--- config.mk ---
export PLATFORM = sky130hd
export DESIGN_NAME = first_fit_page_allocator_flat
export DESIGN_NICKNAME = d
export VERILOG_FILES = /design/src/rtl/ffpa_pkg.sv /design/src/rtl/ffpa_req_if.sv /design/src/rtl/ffpa_rsp_if.sv /design/src/rtl/ffpa_dpath.sv /design/src/rtl/ffpa_ctrl.sv /design/src/rtl/first_fit_page_allocator.sv /design/src/flat_wrapper.sv
export SDC_FILE = /design/constraint.sdc
export NUM_CORES = 2
export LEC_CHECK = 0
export ABC_CLOCK_PERIOD_IN_PS = 9300
export BUFFER_PORTS_ARGS = -buffer_cell sky130_fd_sc_hd__buf_2
export CAP_MARGIN = 10
export CORE_MARGIN = 2
export CORE_UTILIZATION = 45
export CTS_CLUSTER_DIAMETER = 60
export CTS_CLUSTER_SIZE = 14
export DETAILED_ROUTE_END_ITERATION = 12
export HOLD_SLACK_MARGIN = 0.05
export REMOVE_ABC_BUFFERS = 1
export SYNTH_ARGS = -nofsm -noshare
export SYNTH_HDL_FRONTEND = slang
export SYNTH_HIERARCHICAL = 1
export SYNTH_SLANG_ARGS = --single-unit
--- constraint.sdc ---
create_clock -name clk_i -period 9.3 [get_ports clk_i]
set_input_delay 2.325 -clock clk_i [delete_from_list [all_inputs] [get_ports clk_i]]
set_output_delay 2.325 -clock clk_i [all_outputs]
set_load 0.05 [all_outputs]
--- src/rtl/ffpa_pkg.sv ---
// ----------------------------------------------------------------------------
// ffpa_pkg: shared types and constants of the first-fit page allocator
// Run-table layout, request and response beats, and controller commands.
// ----------------------------------------------------------------------------
package ffpa_pkg;

  localparam int MAX_RUNS  = 64;
  localparam int IDX_W     = $clog2(MAX_RUNS);
  localparam int CNT_W     = IDX_W + 1;
  localparam int PAGE_BITS = 16;

  localparam logic [CNT_W-1:0] RUNS_FULL = CNT_W'(MAX_RUNS);

  typedef logic [PAGE_BITS-1:0] page_t;

  typedef struct packed {
    page_t start;
    page_t count;
    logic  rsv;
  } run_t;

  typedef enum logic [1:0] {
    ACT_ALLOC   = 2'd0,
    ACT_FREE    = 2'd1,
    ACT_REALLOC = 2'd2,
    ACT_NONE    = 2'd3
  } action_e;

  typedef enum logic [1:0] {
    ST_OK       = 2'd0,
    ST_NOFIT    = 2'd1,
    ST_FULL     = 2'd2,
    ST_NOTFOUND = 2'd3
  } status_e;

  // Register addresses, as selected by paddr[2].
  localparam logic REG_PAGE_SHIFT  = 1'b0;
  localparam logic REG_TOTAL_PAGES = 1'b1;

  typedef struct packed {
    logic [1:0]  action;
    logic [31:0] request_bytes;
    page_t       block_page;
  } req_t;

  typedef struct packed {
    logic [1:0] status;
    page_t      result_page;
    page_t      result_pages;
    logic       moved;
    page_t      copy_pages;
  } rsp_t;

  typedef enum logic [4:0] {
    OP_NONE,
    OP_INIT,
    OP_LOAD,
    OP_RD_IDX,
    OP_SCAN_NEXT,
    OP_TAKE,
    OP_RES_ENT,
    OP_SAVE_OLD,
    OP_CLR_IDX,
    OP_GRANT_EXACT,
    OP_SET_TOP,
    OP_WR_UP,
    OP_SPLIT_A,
    OP_SPLIT_B,
    OP_RD_NEXT,
    OP_LATCH_NEXT,
    OP_RD_PREV,
    OP_LATCH_PREV,
    OP_FREE_WR,
    OP_WR_DOWN,
    OP_FREE_DONE,
    OP_FINISH
  } op_e;

  typedef struct packed {
    op_e     op;
    status_e st;
  } cmd_t;

  typedef struct packed {
    logic       init_pend;
    logic       hit_alloc;
    logic       hit_find;
    logic       idx_last;
    logic       exact;
    logic       full;
    logic       fits;
    logic       up_more;
    logic       down_more;
    logic       out_busy;
    logic [1:0] action;
  } sts_t;

  typedef enum logic [4:0] {
    S_IDLE,
    S_A_RD,
    S_A_EV,
    S_A_DEC,
    S_U_CHK,
    S_U_WR,
    S_SPLIT_B,
    S_POST,
    S_F_RD,
    S_F_EV,
    S_F_HIT,
    S_N_RD,
    S_N_LT,
    S_P_RD,
    S_P_LT,
    S_M_WR,
    S_D_CHK,
    S_D_WR,
    S_DONE
  } state_e;

endpackage

--- src/rtl/ffpa_req_if.sv ---
// ----------------------------------------------------------------------------
// ffpa_req_if: request channel
// Valid/ready channel that carries one allocator request per beat.
// ----------------------------------------------------------------------------
interface ffpa_req_if import ffpa_pkg::*; ();
  logic valid;
  logic ready;
  req_t payload;

  modport source (output valid, output payload, input ready);
  modport sink   (input valid, input payload, output ready);
endinterface

--- src/rtl/ffpa_rsp_if.sv ---
// ----------------------------------------------------------------------------
// ffpa_rsp_if: response channel
// Valid/ready channel that carries one allocator result per beat.
// ----------------------------------------------------------------------------
interface ffpa_rsp_if import ffpa_pkg::*; ();
  logic valid;
  logic ready;
  rsp_t payload;

  modport source (output valid, output payload, input ready);
  modport sink   (input valid, input payload, output ready);
endinterface

--- src/rtl/ffpa_dpath.sv ---
// ----------------------------------------------------------------------------
// ffpa_dpath: allocator datapath
// Run-table memory, scan and shift indexes, scratch entries and result beat.
// ----------------------------------------------------------------------------
module ffpa_dpath import ffpa_pkg::*; (
  input  logic        clk_i,
  input  logic        rst_ni,
  input  cmd_t        cmd_i,
  output sts_t        sts_o,
  input  req_t        req_i,
  input  logic [4:0]  page_shift_i,
  input  page_t       total_pages_i,
  input  logic        total_wr_i,
  output logic        out_valid_o,
  input  logic        out_ready_i,
  output rsp_t        out_o
);

  run_t run_mem [MAX_RUNS];

  logic [CNT_W-1:0] cnt_q, idx_q;
  logic             init_pend_q, out_valid_q;
  logic [1:0]       d_q;
  logic [IDX_W-1:0] pos_q;
  run_t             ent_q, nb_q, pv_q, rdata_q;
  logic             nf_q, pf_q;
  logic [1:0]       action_q;
  logic [31:0]      need_q;
  page_t            page_q, old_cnt_q;
  page_t            rpage_q, rpages_q;
  logic             moved_q;
  rsp_t             out_q;

  logic             rd_en, wr_en;
  logic [IDX_W-1:0] rd_addr, wr_addr;
  run_t             wr_data;
  logic [32:0]      round_sum, round_pages;
  logic [CNT_W-1:0] pos_p1;
  page_t            merged_cnt;

  assign pos_p1 = {1'b0, pos_q} + CNT_W'(1);

  // Round the byte count up to whole pages.
  assign round_sum   = {1'b0, req_i.request_bytes} + ((33'd1 << page_shift_i) - 33'd1);
  assign round_pages = round_sum >> page_shift_i;

  assign merged_cnt = (pf_q ? pv_q.count : '0) + ent_q.count + (nf_q ? nb_q.count : '0);

  always_comb begin
    rd_en   = 1'b0;
    rd_addr = idx_q[IDX_W-1:0];
    wr_en   = 1'b0;
    wr_addr = pos_q;
    wr_data = ent_q;
    case (cmd_i.op)
      OP_INIT: begin
        wr_en   = 1'b1;
        wr_addr = '0;
        wr_data = '{start: '0, count: total_pages_i, rsv: 1'b0};
      end
      OP_RD_IDX:  rd_en = 1'b1;
      OP_RD_NEXT: begin
        rd_en   = 1'b1;
        rd_addr = pos_p1[IDX_W-1:0];
      end
      OP_RD_PREV: begin
        rd_en   = 1'b1;
        rd_addr = pos_q - IDX_W'(1);
      end
      OP_GRANT_EXACT: begin
        wr_en   = 1'b1;
        wr_data = '{start: ent_q.start, count: ent_q.count, rsv: 1'b1};
      end
      OP_WR_UP: begin
        wr_en   = 1'b1;
        wr_addr = idx_q[IDX_W-1:0] + IDX_W'(1);
        wr_data = rdata_q;
      end
      OP_SPLIT_A: begin
        wr_en   = 1'b1;
        wr_addr = pos_p1[IDX_W-1:0];
        wr_data = '{start: ent_q.start + need_q[PAGE_BITS-1:0],
                    count: ent_q.count - need_q[PAGE_BITS-1:0], rsv: 1'b0};
      end
      OP_SPLIT_B: begin
        wr_en   = 1'b1;
        wr_data = '{start: ent_q.start, count: need_q[PAGE_BITS-1:0], rsv: 1'b1};
      end
      OP_FREE_WR: begin
        wr_en   = 1'b1;
        wr_addr = pf_q ? pos_q - IDX_W'(1) : pos_q;
        wr_data = '{start: pf_q ? pv_q.start : ent_q.start, count: merged_cnt, rsv: 1'b0};
      end
      OP_WR_DOWN: begin
        wr_en   = 1'b1;
        wr_addr = idx_q[IDX_W-1:0] - IDX_W'(d_q);
        wr_data = rdata_q;
      end
      default: ;
    endcase
  end

  always_ff @(posedge clk_i) begin
    if (wr_en) begin
      run_mem[wr_addr] <= wr_data;
    end
    if (rd_en) begin
      rdata_q <= run_mem[rd_addr];
    end
  end

  // Control state.
  always_ff @(posedge clk_i or negedge rst_ni) begin
    if (!rst_ni) begin
      cnt_q       <= CNT_W'(1);
      idx_q       <= '0;
      d_q         <= '0;
      init_pend_q <= 1'b1;
      out_valid_q <= 1'b0;
    end else begin
      if (cmd_i.op == OP_FINISH) begin
        out_valid_q <= 1'b1;
      end else if (out_valid_q && out_ready_i) begin
        out_valid_q <= 1'b0;
      end
      if (total_wr_i) begin
        init_pend_q <= 1'b1;
      end else if (cmd_i.op == OP_INIT) begin
        init_pend_q <= 1'b0;
      end
      case (cmd_i.op)
        OP_INIT:      cnt_q <= CNT_W'(1);
        OP_LOAD, OP_CLR_IDX, OP_SAVE_OLD: idx_q <= '0;
        OP_SCAN_NEXT: idx_q <= idx_q + CNT_W'(1);
        OP_SET_TOP:   idx_q <= cnt_q - CNT_W'(1);
        OP_WR_UP:     idx_q <= idx_q - CNT_W'(1);
        OP_SPLIT_A:   cnt_q <= cnt_q + CNT_W'(1);
        OP_FREE_WR: begin
          idx_q <= pos_p1 + CNT_W'(nf_q);
          d_q   <= 2'(nf_q) + 2'(pf_q);
        end
        OP_WR_DOWN:   idx_q <= idx_q + CNT_W'(1);
        OP_FREE_DONE: cnt_q <= cnt_q - CNT_W'(d_q);
        default: ;
      endcase
    end
  end

  // Scratch and result payload.
  always_ff @(posedge clk_i) begin
    case (cmd_i.op)
      OP_LOAD: begin
        action_q  <= req_i.action;
        page_q    <= req_i.block_page;
        need_q    <= (round_pages[31:0] == 32'd0) ? 32'd1 : round_pages[31:0];
        old_cnt_q <= '0;
        rpage_q   <= '0;
        rpages_q  <= '0;
        moved_q   <= 1'b0;
      end
      OP_TAKE: begin
        pos_q <= idx_q[IDX_W-1:0];
        ent_q <= rdata_q;
      end
      OP_RES_ENT: begin
        rpage_q  <= ent_q.start;
        rpages_q <= ent_q.count;
      end
      OP_SAVE_OLD: old_cnt_q <= ent_q.count;
      OP_GRANT_EXACT, OP_SPLIT_B: begin
        rpage_q  <= ent_q.start;
        rpages_q <= need_q[PAGE_BITS-1:0];
        moved_q  <= (action_q == ACT_REALLOC);
      end
      OP_LATCH_NEXT: begin
        nb_q <= rdata_q;
        nf_q <= (pos_p1 < cnt_q) && !rdata_q.rsv;
      end
      OP_LATCH_PREV: begin
        pv_q <= rdata_q;
        pf_q <= (pos_q != '0) && !rdata_q.rsv;
      end
      OP_FINISH: begin
        out_q.status <= cmd_i.st;
        if (cmd_i.st == ST_OK) begin
          out_q.result_page  <= rpage_q;
          out_q.result_pages <= rpages_q;
          out_q.moved        <= moved_q;
          out_q.copy_pages   <= moved_q ? old_cnt_q : '0;
        end else begin
          out_q.result_page  <= '0;
          out_q.result_pages <= '0;
          out_q.moved        <= 1'b0;
          out_q.copy_pages   <= '0;
        end
      end
      default: ;
    endcase
  end

  assign sts_o.init_pend = init_pend_q;
  assign sts_o.hit_alloc = !rdata_q.rsv && ({16'd0, rdata_q.count} >= need_q);
  assign sts_o.hit_find  = rdata_q.rsv && (rdata_q.start == page_q);
  assign sts_o.idx_last  = (idx_q + CNT_W'(1)) >= cnt_q;
  assign sts_o.exact     = {16'd0, ent_q.count} == need_q;
  assign sts_o.full      = cnt_q == RUNS_FULL;
  assign sts_o.fits      = {16'd0, ent_q.count} >= need_q;
  assign sts_o.up_more   = idx_q > {1'b0, pos_q};
  assign sts_o.down_more = (d_q != 2'd0) && (idx_q < cnt_q);
  assign sts_o.out_busy  = out_valid_q && !out_ready_i;
  assign sts_o.action    = action_q;

  assign out_valid_o = out_valid_q;
  assign out_o       = out_q;

  a_cnt_range: assert property (@(posedge clk_i) disable iff (!rst_ni)
    cnt_q != '0 && cnt_q <= RUNS_FULL)
    else $error("run count out of range");

  a_split_room: assert property (@(posedge clk_i) disable iff (!rst_ni)
    cmd_i.op == OP_SPLIT_A |-> cnt_q < RUNS_FULL)
    else $error("split issued on a full table");

  a_split_grow: assert property (@(posedge clk_i) disable iff (!rst_ni)
    cmd_i.op == OP_SPLIT_A && !total_wr_i |=> cnt_q == $past(cnt_q) + CNT_W'(1))
    else $error("split did not add a run");

  a_finish_free: assert property (@(posedge clk_i) disable iff (!rst_ni)
    cmd_i.op == OP_FINISH |-> !(out_valid_q && !out_ready_i))
    else $error("result overwritten before it was taken");

endmodule

--- src/rtl/ffpa_ctrl.sv ---
// ----------------------------------------------------------------------------
// ffpa_ctrl: allocator sequencer
// Walks the run table for allocate, free and reallocate, one step a cycle.
// ----------------------------------------------------------------------------
module ffpa_ctrl import ffpa_pkg::*; (
  input  logic       clk_i,
  input  logic       rst_ni,
  input  logic       in_valid_i,
  input  logic [1:0] in_action_i,
  output logic       in_ready_o,
  output cmd_t       cmd_o,
  input  sts_t       sts_i
);

  state_e  state_q, state_d;
  status_e st_q, st_d;
  logic    refind_q, refind_d;

  always_ff @(posedge clk_i or negedge rst_ni) begin
    if (!rst_ni) begin
      state_q  <= S_IDLE;
      st_q     <= ST_OK;
      refind_q <= 1'b0;
    end else begin
      state_q  <= state_d;
      st_q     <= st_d;
      refind_q <= refind_d;
    end
  end

  always_comb begin
    state_d    = state_q;
    st_d       = st_q;
    refind_d   = refind_q;
    in_ready_o = 1'b0;
    cmd_o      = '{op: OP_NONE, st: st_q};
    case (state_q)
      S_IDLE: begin
        if (sts_i.init_pend) begin
          cmd_o.op = OP_INIT;
        end else begin
          in_ready_o = 1'b1;
          if (in_valid_i) begin
            cmd_o.op = OP_LOAD;
            refind_d = 1'b0;
            case (in_action_i)
              ACT_ALLOC:             state_d = S_A_RD;
              ACT_FREE, ACT_REALLOC: state_d = S_F_RD;
              default: begin
                st_d    = ST_NOTFOUND;
                state_d = S_DONE;
              end
            endcase
          end
        end
      end
      S_A_RD: begin
        cmd_o.op = OP_RD_IDX;
        state_d  = S_A_EV;
      end
      S_A_EV: begin
        if (sts_i.hit_alloc) begin
          cmd_o.op = OP_TAKE;
          state_d  = S_A_DEC;
        end else if (sts_i.idx_last) begin
          st_d    = ST_NOFIT;
          state_d = S_DONE;
        end else begin
          cmd_o.op = OP_SCAN_NEXT;
          state_d  = S_A_RD;
        end
      end
      S_A_DEC: begin
        if (sts_i.exact) begin
          cmd_o.op = OP_GRANT_EXACT;
          state_d  = S_POST;
        end else if (sts_i.full) begin
          st_d    = ST_FULL;
          state_d = S_DONE;
        end else begin
          cmd_o.op = OP_SET_TOP;
          state_d  = S_U_CHK;
        end
      end
      // Open a slot after the split run, moving the tail up one entry at a time.
      S_U_CHK: begin
        if (sts_i.up_more) begin
          cmd_o.op = OP_RD_IDX;
          state_d  = S_U_WR;
        end else begin
          cmd_o.op = OP_SPLIT_A;
          state_d  = S_SPLIT_B;
        end
      end
      S_U_WR: begin
        cmd_o.op = OP_WR_UP;
        state_d  = S_U_CHK;
      end
      S_SPLIT_B: begin
        cmd_o.op = OP_SPLIT_B;
        state_d  = S_POST;
      end
      S_POST: begin
        if (sts_i.action == ACT_REALLOC) begin
          cmd_o.op = OP_CLR_IDX;
          refind_d = 1'b1;
          state_d  = S_F_RD;
        end else begin
          st_d    = ST_OK;
          state_d = S_DONE;
        end
      end
      S_F_RD: begin
        cmd_o.op = OP_RD_IDX;
        state_d  = S_F_EV;
      end
      S_F_EV: begin
        if (sts_i.hit_find) begin
          cmd_o.op = OP_TAKE;
          state_d  = S_F_HIT;
        end else if (sts_i.idx_last) begin
          st_d    = refind_q ? ST_OK : ST_NOTFOUND;
          state_d = S_DONE;
        end else begin
          cmd_o.op = OP_SCAN_NEXT;
          state_d  = S_F_RD;
        end
      end
      S_F_HIT: begin
        if (refind_q) begin
          state_d = S_N_RD;
        end else if (sts_i.action == ACT_FREE) begin
          cmd_o.op = OP_RES_ENT;
          state_d  = S_N_RD;
        end else if (sts_i.fits) begin
          cmd_o.op = OP_RES_ENT;
          st_d     = ST_OK;
          state_d  = S_DONE;
        end else begin
          cmd_o.op = OP_SAVE_OLD;
          state_d  = S_A_RD;
        end
      end
      S_N_RD: begin
        cmd_o.op = OP_RD_NEXT;
        state_d  = S_N_LT;
      end
      S_N_LT: begin
        cmd_o.op = OP_LATCH_NEXT;
        state_d  = S_P_RD;
      end
      S_P_RD: begin
        cmd_o.op = OP_RD_PREV;
        state_d  = S_P_LT;
      end
      S_P_LT: begin
        cmd_o.op = OP_LATCH_PREV;
        state_d  = S_M_WR;
      end
      S_M_WR: begin
        cmd_o.op = OP_FREE_WR;
        state_d  = S_D_CHK;
      end
      // Close the gap left by merged neighbors.
      S_D_CHK: begin
        if (sts_i.down_more) begin
          cmd_o.op = OP_RD_IDX;
          state_d  = S_D_WR;
        end else begin
          cmd_o.op = OP_FREE_DONE;
          st_d     = ST_OK;
          state_d  = S_DONE;
        end
      end
      S_D_WR: begin
        cmd_o.op = OP_WR_DOWN;
        state_d  = S_D_CHK;
      end
      S_DONE: begin
        if (!sts_i.out_busy) begin
          cmd_o.op = OP_FINISH;
          state_d  = S_IDLE;
        end
      end
      default: state_d = S_IDLE;
    endcase
  end

  a_load_idle: assert property (@(posedge clk_i) disable iff (!rst_ni)
    cmd_o.op == OP_LOAD |-> state_q == S_IDLE && !sts_i.init_pend)
    else $error("request loaded outside idle");

  a_finish_next: assert property (@(posedge clk_i) disable iff (!rst_ni)
    cmd_o.op == OP_FINISH |=> state_q == S_IDLE)
    else $error("finish did not return to idle");

  a_ready_idle: assert property (@(posedge clk_i) disable iff (!rst_ni)
    in_ready_o |-> state_q == S_IDLE)
    else $error("ready raised while busy");

endmodule

--- src/rtl/first_fit_page_allocator.sv ---
// Allocate scans the runs in order, then grants an exact fit or splits the run, shifting
// the later runs up one entry; free finds the block, merges free neighbors, moves runs down.
// Reallocate that moves finds the old block, allocates, finds the old block again and frees it.
// One request at a time; the walk over the run-table memory sets the pace.
// After reset and after a total_pages write the block writes the first run before it
// takes a request.
// ----------------------------------------------------------------------------
// first_fit_page_allocator: first-fit page allocator with coalescing
// Top level: configuration registers, sequencer and run-table datapath.
// ----------------------------------------------------------------------------
module first_fit_page_allocator import ffpa_pkg::*; (
  input  logic         clk_i,
  input  logic         rst_ni,
  ffpa_req_if.sink     req,
  ffpa_rsp_if.source   rsp,
  input  logic         psel,
  input  logic         penable,
  input  logic         pwrite,
  input  logic [2:0]   paddr,
  input  logic [31:0]  pwdata,
  output logic [31:0]  prdata,
  output logic         pready
);

  logic [4:0] page_shift_q;
  page_t      total_pages_q;
  logic       cfg_wr, total_wr;
  cmd_t       cmd;
  sts_t       sts;

  assign pready   = 1'b1;
  assign cfg_wr   = psel && penable && pwrite;
  assign total_wr = cfg_wr && (paddr[2] == REG_TOTAL_PAGES);

  always_ff @(posedge clk_i or negedge rst_ni) begin
    if (!rst_ni) begin
      page_shift_q  <= 5'd12;
      total_pages_q <= 16'hFFFF;
    end else if (cfg_wr) begin
      if (paddr[2] == REG_PAGE_SHIFT) begin
        page_shift_q <= pwdata[4:0];
      end else begin
        total_pages_q <= pwdata[PAGE_BITS-1:0];
      end
    end
  end

  assign prdata = (paddr[2] == REG_TOTAL_PAGES) ? {16'd0, total_pages_q}
                                                : {27'd0, page_shift_q};

  ffpa_ctrl u_ctrl (
    .clk_i       (clk_i),
    .rst_ni      (rst_ni),
    .in_valid_i  (req.valid),
    .in_action_i (req.payload.action),
    .in_ready_o  (req.ready),
    .cmd_o       (cmd),
    .sts_i       (sts)
  );

  ffpa_dpath u_dpath (
    .clk_i         (clk_i),
    .rst_ni        (rst_ni),
    .cmd_i         (cmd),
    .sts_o         (sts),
    .req_i         (req.payload),
    .page_shift_i  (page_shift_q),
    .total_pages_i (total_pages_q),
    .total_wr_i    (total_wr),
    .out_valid_o   (rsp.valid),
    .out_ready_i   (rsp.ready),
    .out_o         (rsp.payload)
  );

endmodule
--- src/flat_wrapper.sv ---
// flat-port wrapper written by rule: the top's interface ports become plain ports
module first_fit_page_allocator_flat import ffpa_pkg::*;
  (clk_i, rst_ni, psel, penable, pwrite, paddr, pwdata, prdata, pready, req_valid, req_payload, req_ready, rsp_valid, rsp_payload, rsp_ready);
  ffpa_req_if req_i ();
  ffpa_rsp_if rsp_i ();
  input  logic clk_i;
  input  logic rst_ni;
  input  logic psel;
  input  logic penable;
  input  logic pwrite;
  input  logic [2:0] paddr;
  input  logic [31:0] pwdata;
  output logic [31:0] prdata;
  output logic pready;
  input wire logic [$bits(req_i.valid)-1:0] req_valid;
  input wire logic [$bits(req_i.payload)-1:0] req_payload;
  output wire logic [$bits(req_i.ready)-1:0] req_ready;
  output wire logic [$bits(rsp_i.valid)-1:0] rsp_valid;
  output wire logic [$bits(rsp_i.payload)-1:0] rsp_payload;
  input wire logic [$bits(rsp_i.ready)-1:0] rsp_ready;
  assign req_i.valid = req_valid;
  assign req_i.payload = req_payload;
  assign req_ready = req_i.ready;
  assign rsp_valid = rsp_i.valid;
  assign rsp_payload = rsp_i.payload;
  assign rsp_i.ready = rsp_ready;
  first_fit_page_allocator u_core (.clk_i(clk_i), .rst_ni(rst_ni), .req(req_i), .rsp(rsp_i), .psel(psel), .penable(penable), .pwrite(pwrite), .paddr(paddr), .pwdata(pwdata), .prdata(prdata), .pready(pready));
endmodule
==> results.cfg <==
[outcome]
result_of_the_run = completed

[setup_path]
end_kind = register
critPathMostFrequentCell = sky130_fd_sc_hd__a21o_1
cpPeakStageDelay_ps = 910
crit_path_start_kind = register
critPathMaxFanout = 27
critPathArrivalTime_ps = 9310
worstPathRequired_ps = 9830
critical-path-slowest-cell = sky130_fd_sc_hd__nor2_4
setup.worst_path.class = register to register

[drt]
drcViolationCount = 0
detailroute.via_count = 57800
wl_um = 280000
ant_nets = 0
first_pass_iters = 6
drtIter0Drc = 6321
vias_per_cell = 6.11
wl_per_cell_um = 29.6

[clock_network]
postCtsSetupBuffers = 0
post_cts_resized = 0
worstSkewPairLatency_ps = 850
total_cts_buffers = 204
clock-root-buffer = sky130_fd_sc_hd__clkbuf_16
cts_tree = built
cts_hold_buf = 0
cts.clk_slew.worst_paths_ps = 60
clock_sink_count = 2431
cts-htree-levels = 4
clock_path_buffers = 3

[floorplan]
io_pins = 178
chipHeight_um = 485
dieWidth_um = 485
row_count = 176
effective_utilization_at_floorplan_pct = 45.3
core_mm2 = 0.230
die-area_mm2 = 0.235

[yosys]
synth_top_area_share_pct = 68.7
muxShareOfSynthArea_pct = 12.9
ys_top_cells_by_area = sky130_fd_sc_hd__edfxtp_1 69%, sky130_fd_sc_hd__mux4_2 12%, sky130_fd_sc_hd__ha_1 2.0%
synth.top_cells.by_count = 2384 x sky130_fd_sc_hd__edfxtp_1, 534 x sky130_fd_sc_hd__mux4_2, 402 x sky130_fd_sc_hd__nand2_1
synth_adder_area_share_pct = 2.45
synth_simple_gate_area_share_pct = 5.56
netlist_instances = 6035
post_synthesis_compound_gate_area_fraction_pct = 6.22
mappedNetlistArea_mm2 = 0.104
parity_gate_share_of_the_synthesized_area_counting_xor_and_xnor_cells_pct = 0.874
synth_ff_type = sky130_fd_sc_hd__edfxtp_1
yosys.area.top_type = sky130_fd_sc_hd__edfxtp_1
cell_with_the_most_instances_after_synthesis = sky130_fd_sc_hd__edfxtp_1
synth-seq-cells = 2431
synth.avg_cell_area_um2 = 17.3
synth-edff-count = 2384
synth_top_family_by_area = multiplexers
ys_types = 105
synth.yosys.seq_area_share_pct = 69.9
yosys_warnings = 6
async_reset_ff_share_pct = 1.93

[final_layout]
final_cell_count_no_fill = 9471
finish.utilization_pct = 51.0
final_net_count = 6665
area.growth.synth_to_final_pct = 12.7
final_layout_size_suffix_gt1_share_pct = 23.0
fillers = 18600
sequential_cell_area_mm2 = 0.0728
finish.instance_area_mm2 = 0.117
multi_input_comb_area_mm2 = 0.0301

[power]
vdd_ir_drop_max_v = 0.000348
clkPwrFrac_pct = 17.3
p_leak_nw = 38.4
p_int_mw = 27.4
pwr-share-seq_pct = 40.2
share_of_total_power_in_combinational_logic_pct = 42.5
sw_frac_of_total_pct = 39.3
pwrdens_mw_per_mm2 = 385
total_power_mw = 45.2
total_switching_power_mw = 17.8

[global_routing]
pin_count_of_the_biggest_net_entering_global_routing = 93
number_of_antenna_violations_at_the_first_check_in_global_routing = 7
grt_resource_usage_total_pct = 23.6
first_global_vias = 57900
globalRoute.totalOverflow = 0
global_route_wire_length_before_repair_um = 405000

[placed_design]
number_of_cells_after_detailed_placement = 9199
detailedPlace.worstSlack_ps = 538
postPlaceCellArea_mm2 = 0.112
finalWeightedCongestion = 0.880
detailed_place_hpwl_um = 171000
io_buffer_count = 142

[timing]
achievable-frequency_mhz = 114
max-slew-margin-rel_pct = 16.7
setup-tns-final_ps = 0
slew_viol_final = 0
timing.final.ws_setup_ps = 523
holdWs_ps = 505
final.setup_skew_ps = 55.3
finalCritPeriodShare_pct = 94.4
setup_repair_after_global_routing_missed_its_margin = no
final-setup-viol-count = 0
timing_worst_slew_pin_value_ps = 1250
final_period_minus_worst_setup_slack_ps = 8780
hold_viol_final = 0

[job]
cap_viol_max_count = 0

[hold_path]
class_of_the_tightest_hold_or_removal_check = register to register
-- placed cells by master, fill, tap and decap left out, types with 20 or more instances in the layout --
cell type                   instances
sky130_fd_sc_hd__buf_2            142
sky130_fd_sc_hd__nor2_4            66
sky130_fd_sc_hd__mux4_2           534
sky130_fd_sc_hd__nand4_1           23
sky130_fd_sc_hd__and2_1           232
sky130_fd_sc_hd__nor3_1            57
sky130_fd_sc_hd__nor2_1           156
sky130_fd_sc_hd__a222oi_1          20
sky130_fd_sc_hd__inv_1            178
sky130_fd_sc_hd__nor4_1            23
sky130_fd_sc_hd__a21o_1            32
sky130_fd_sc_hd__o21ai_0          120
sky130_fd_sc_hd__nor2b_1           52
sky130_fd_sc_hd__nand2b_1          30
sky130_fd_sc_hd__buf_12            79
sky130_fd_sc_hd__xnor2_1           65
sky130_fd_sc_hd__mux2_2            43
sky130_fd_sc_hd__edfxtp_1        2384
sky130_fd_sc_hd__buf_4            252
sky130_fd_sc_hd__a31oi_1           83
sky130_fd_sc_hd__dfrtp_1           27
sky130_fd_sc_hd__fa_1              21
sky130_fd_sc_hd__a21oi_1          167
sky130_fd_sc_hd__and3_1            28
sky130_fd_sc_hd__a211oi_1         218
sky130_fd_sc_hd__nand3_1           43
sky130_fd_sc_hd__xor2_1            39
sky130_fd_sc_hd__a311oi_1          39
sky130_fd_sc_hd__nand2_1          397
sky130_fd_sc_hd__ha_1             170
sky130_fd_sc_hd__dfstp_2           20
sky130_fd_sc_hd__clkbuf_16        209
sky130_fd_sc_hd__mux2i_1           75
-- critical path: cells and delay by family (launching register included) --
kind            cells  cell delay (ps)
compound gates     17             3050
simple gates       11             3560
xor+xnor            1              150
buf+inv             3              690
flops               1              500
fa+ha+maj           2              520
-- area by class of cell --
cell class	count	area share, %
multi-input cells	3085	25.7
flip-flops and latches	2431	62.0
inverters	184	0.588
repair buffers	476	3.63
well taps	3026	3.23
diodes	2	0.00426
clock inverters	38	0.350
clock buffers	229	4.54
-- state kept, by name, indices dropped and copies added (netlist names), 16 cells and up --
signal and count:
u_core/u_dpath/page_q 16, u_core/total_pages_q 16, u_core/u_dpath/nb_q 16, u_core/u_dpath/rdata_q 33, u_core/u_dpath/rpages_q 16, u_core/u_dpath/ent_q 33
u_core/u_dpath/run_mem 2112, u_core/u_dpath/old_cnt_q 16, u_core/u_dpath/out_o 51, u_core/u_dpath/need_q 32, u_core/u_dpath/rpage_q 16, u_core/u_dpath/pv_q 32
-- cell families (layout without fill, tap and decap cells) --
kind of cell	Yosys count	after routing
adders and majority gates	191	191
muxes	665	665
buffers and inverters	534	927
xor gates and xnor gates	104	104
other	2	19
AOI/OAI and AO/OA	927	927
and+or+nand+nor	1181	1181
DFF	2431	2431
-- power groups by stage --
stage	clock, mW	sequential, mW	combinational [mW]
floorplan	0	18.5	11.6
global placement	0	18.4	18.6
detailed placement	0	18.4	19.1
CTS	8.02	18.2	19.1
global route	8.39	18.2	20.3
finish	7.84	18.2	19.2
-- final timing paths --
kind / startpoint / slack, ps / to / cells after the start
min in group asynchronous: rst_ni / 1630 / u_core/u_dpath/out_valid_o / 2
max in group asynchronous: rst_ni / 7200 / u_core/u_ctrl/state_q[2] / 2
min reg2reg: u_core/u_ctrl/st_q[0] / 500 / u_core/u_dpath/out_o[49] / 0
min: u_core/u_ctrl/st_q[0] / 500 / u_core/u_dpath/out_o[49] / 0
max: u_core/u_dpath/need_q[0] / 520 / u_core/u_dpath/run_mem[58][28] / 34
max reg2reg: u_core/u_dpath/need_q[0] / 520 / u_core/u_dpath/run_mem[58][28] / 34
-- layer usage --
metal	vias to the layer above	wire length, µm	GRT usage (%)	part of all wire, %
met2	2210	138000	39.3	49
met3	346	19700	3.25	7.0
li1	24800	-	-	-
met1	30500	115000	32.7	41
met5	-	0	0	0
met4	0	7700	6.54	2.7
(Power assumes the default switching activity.)
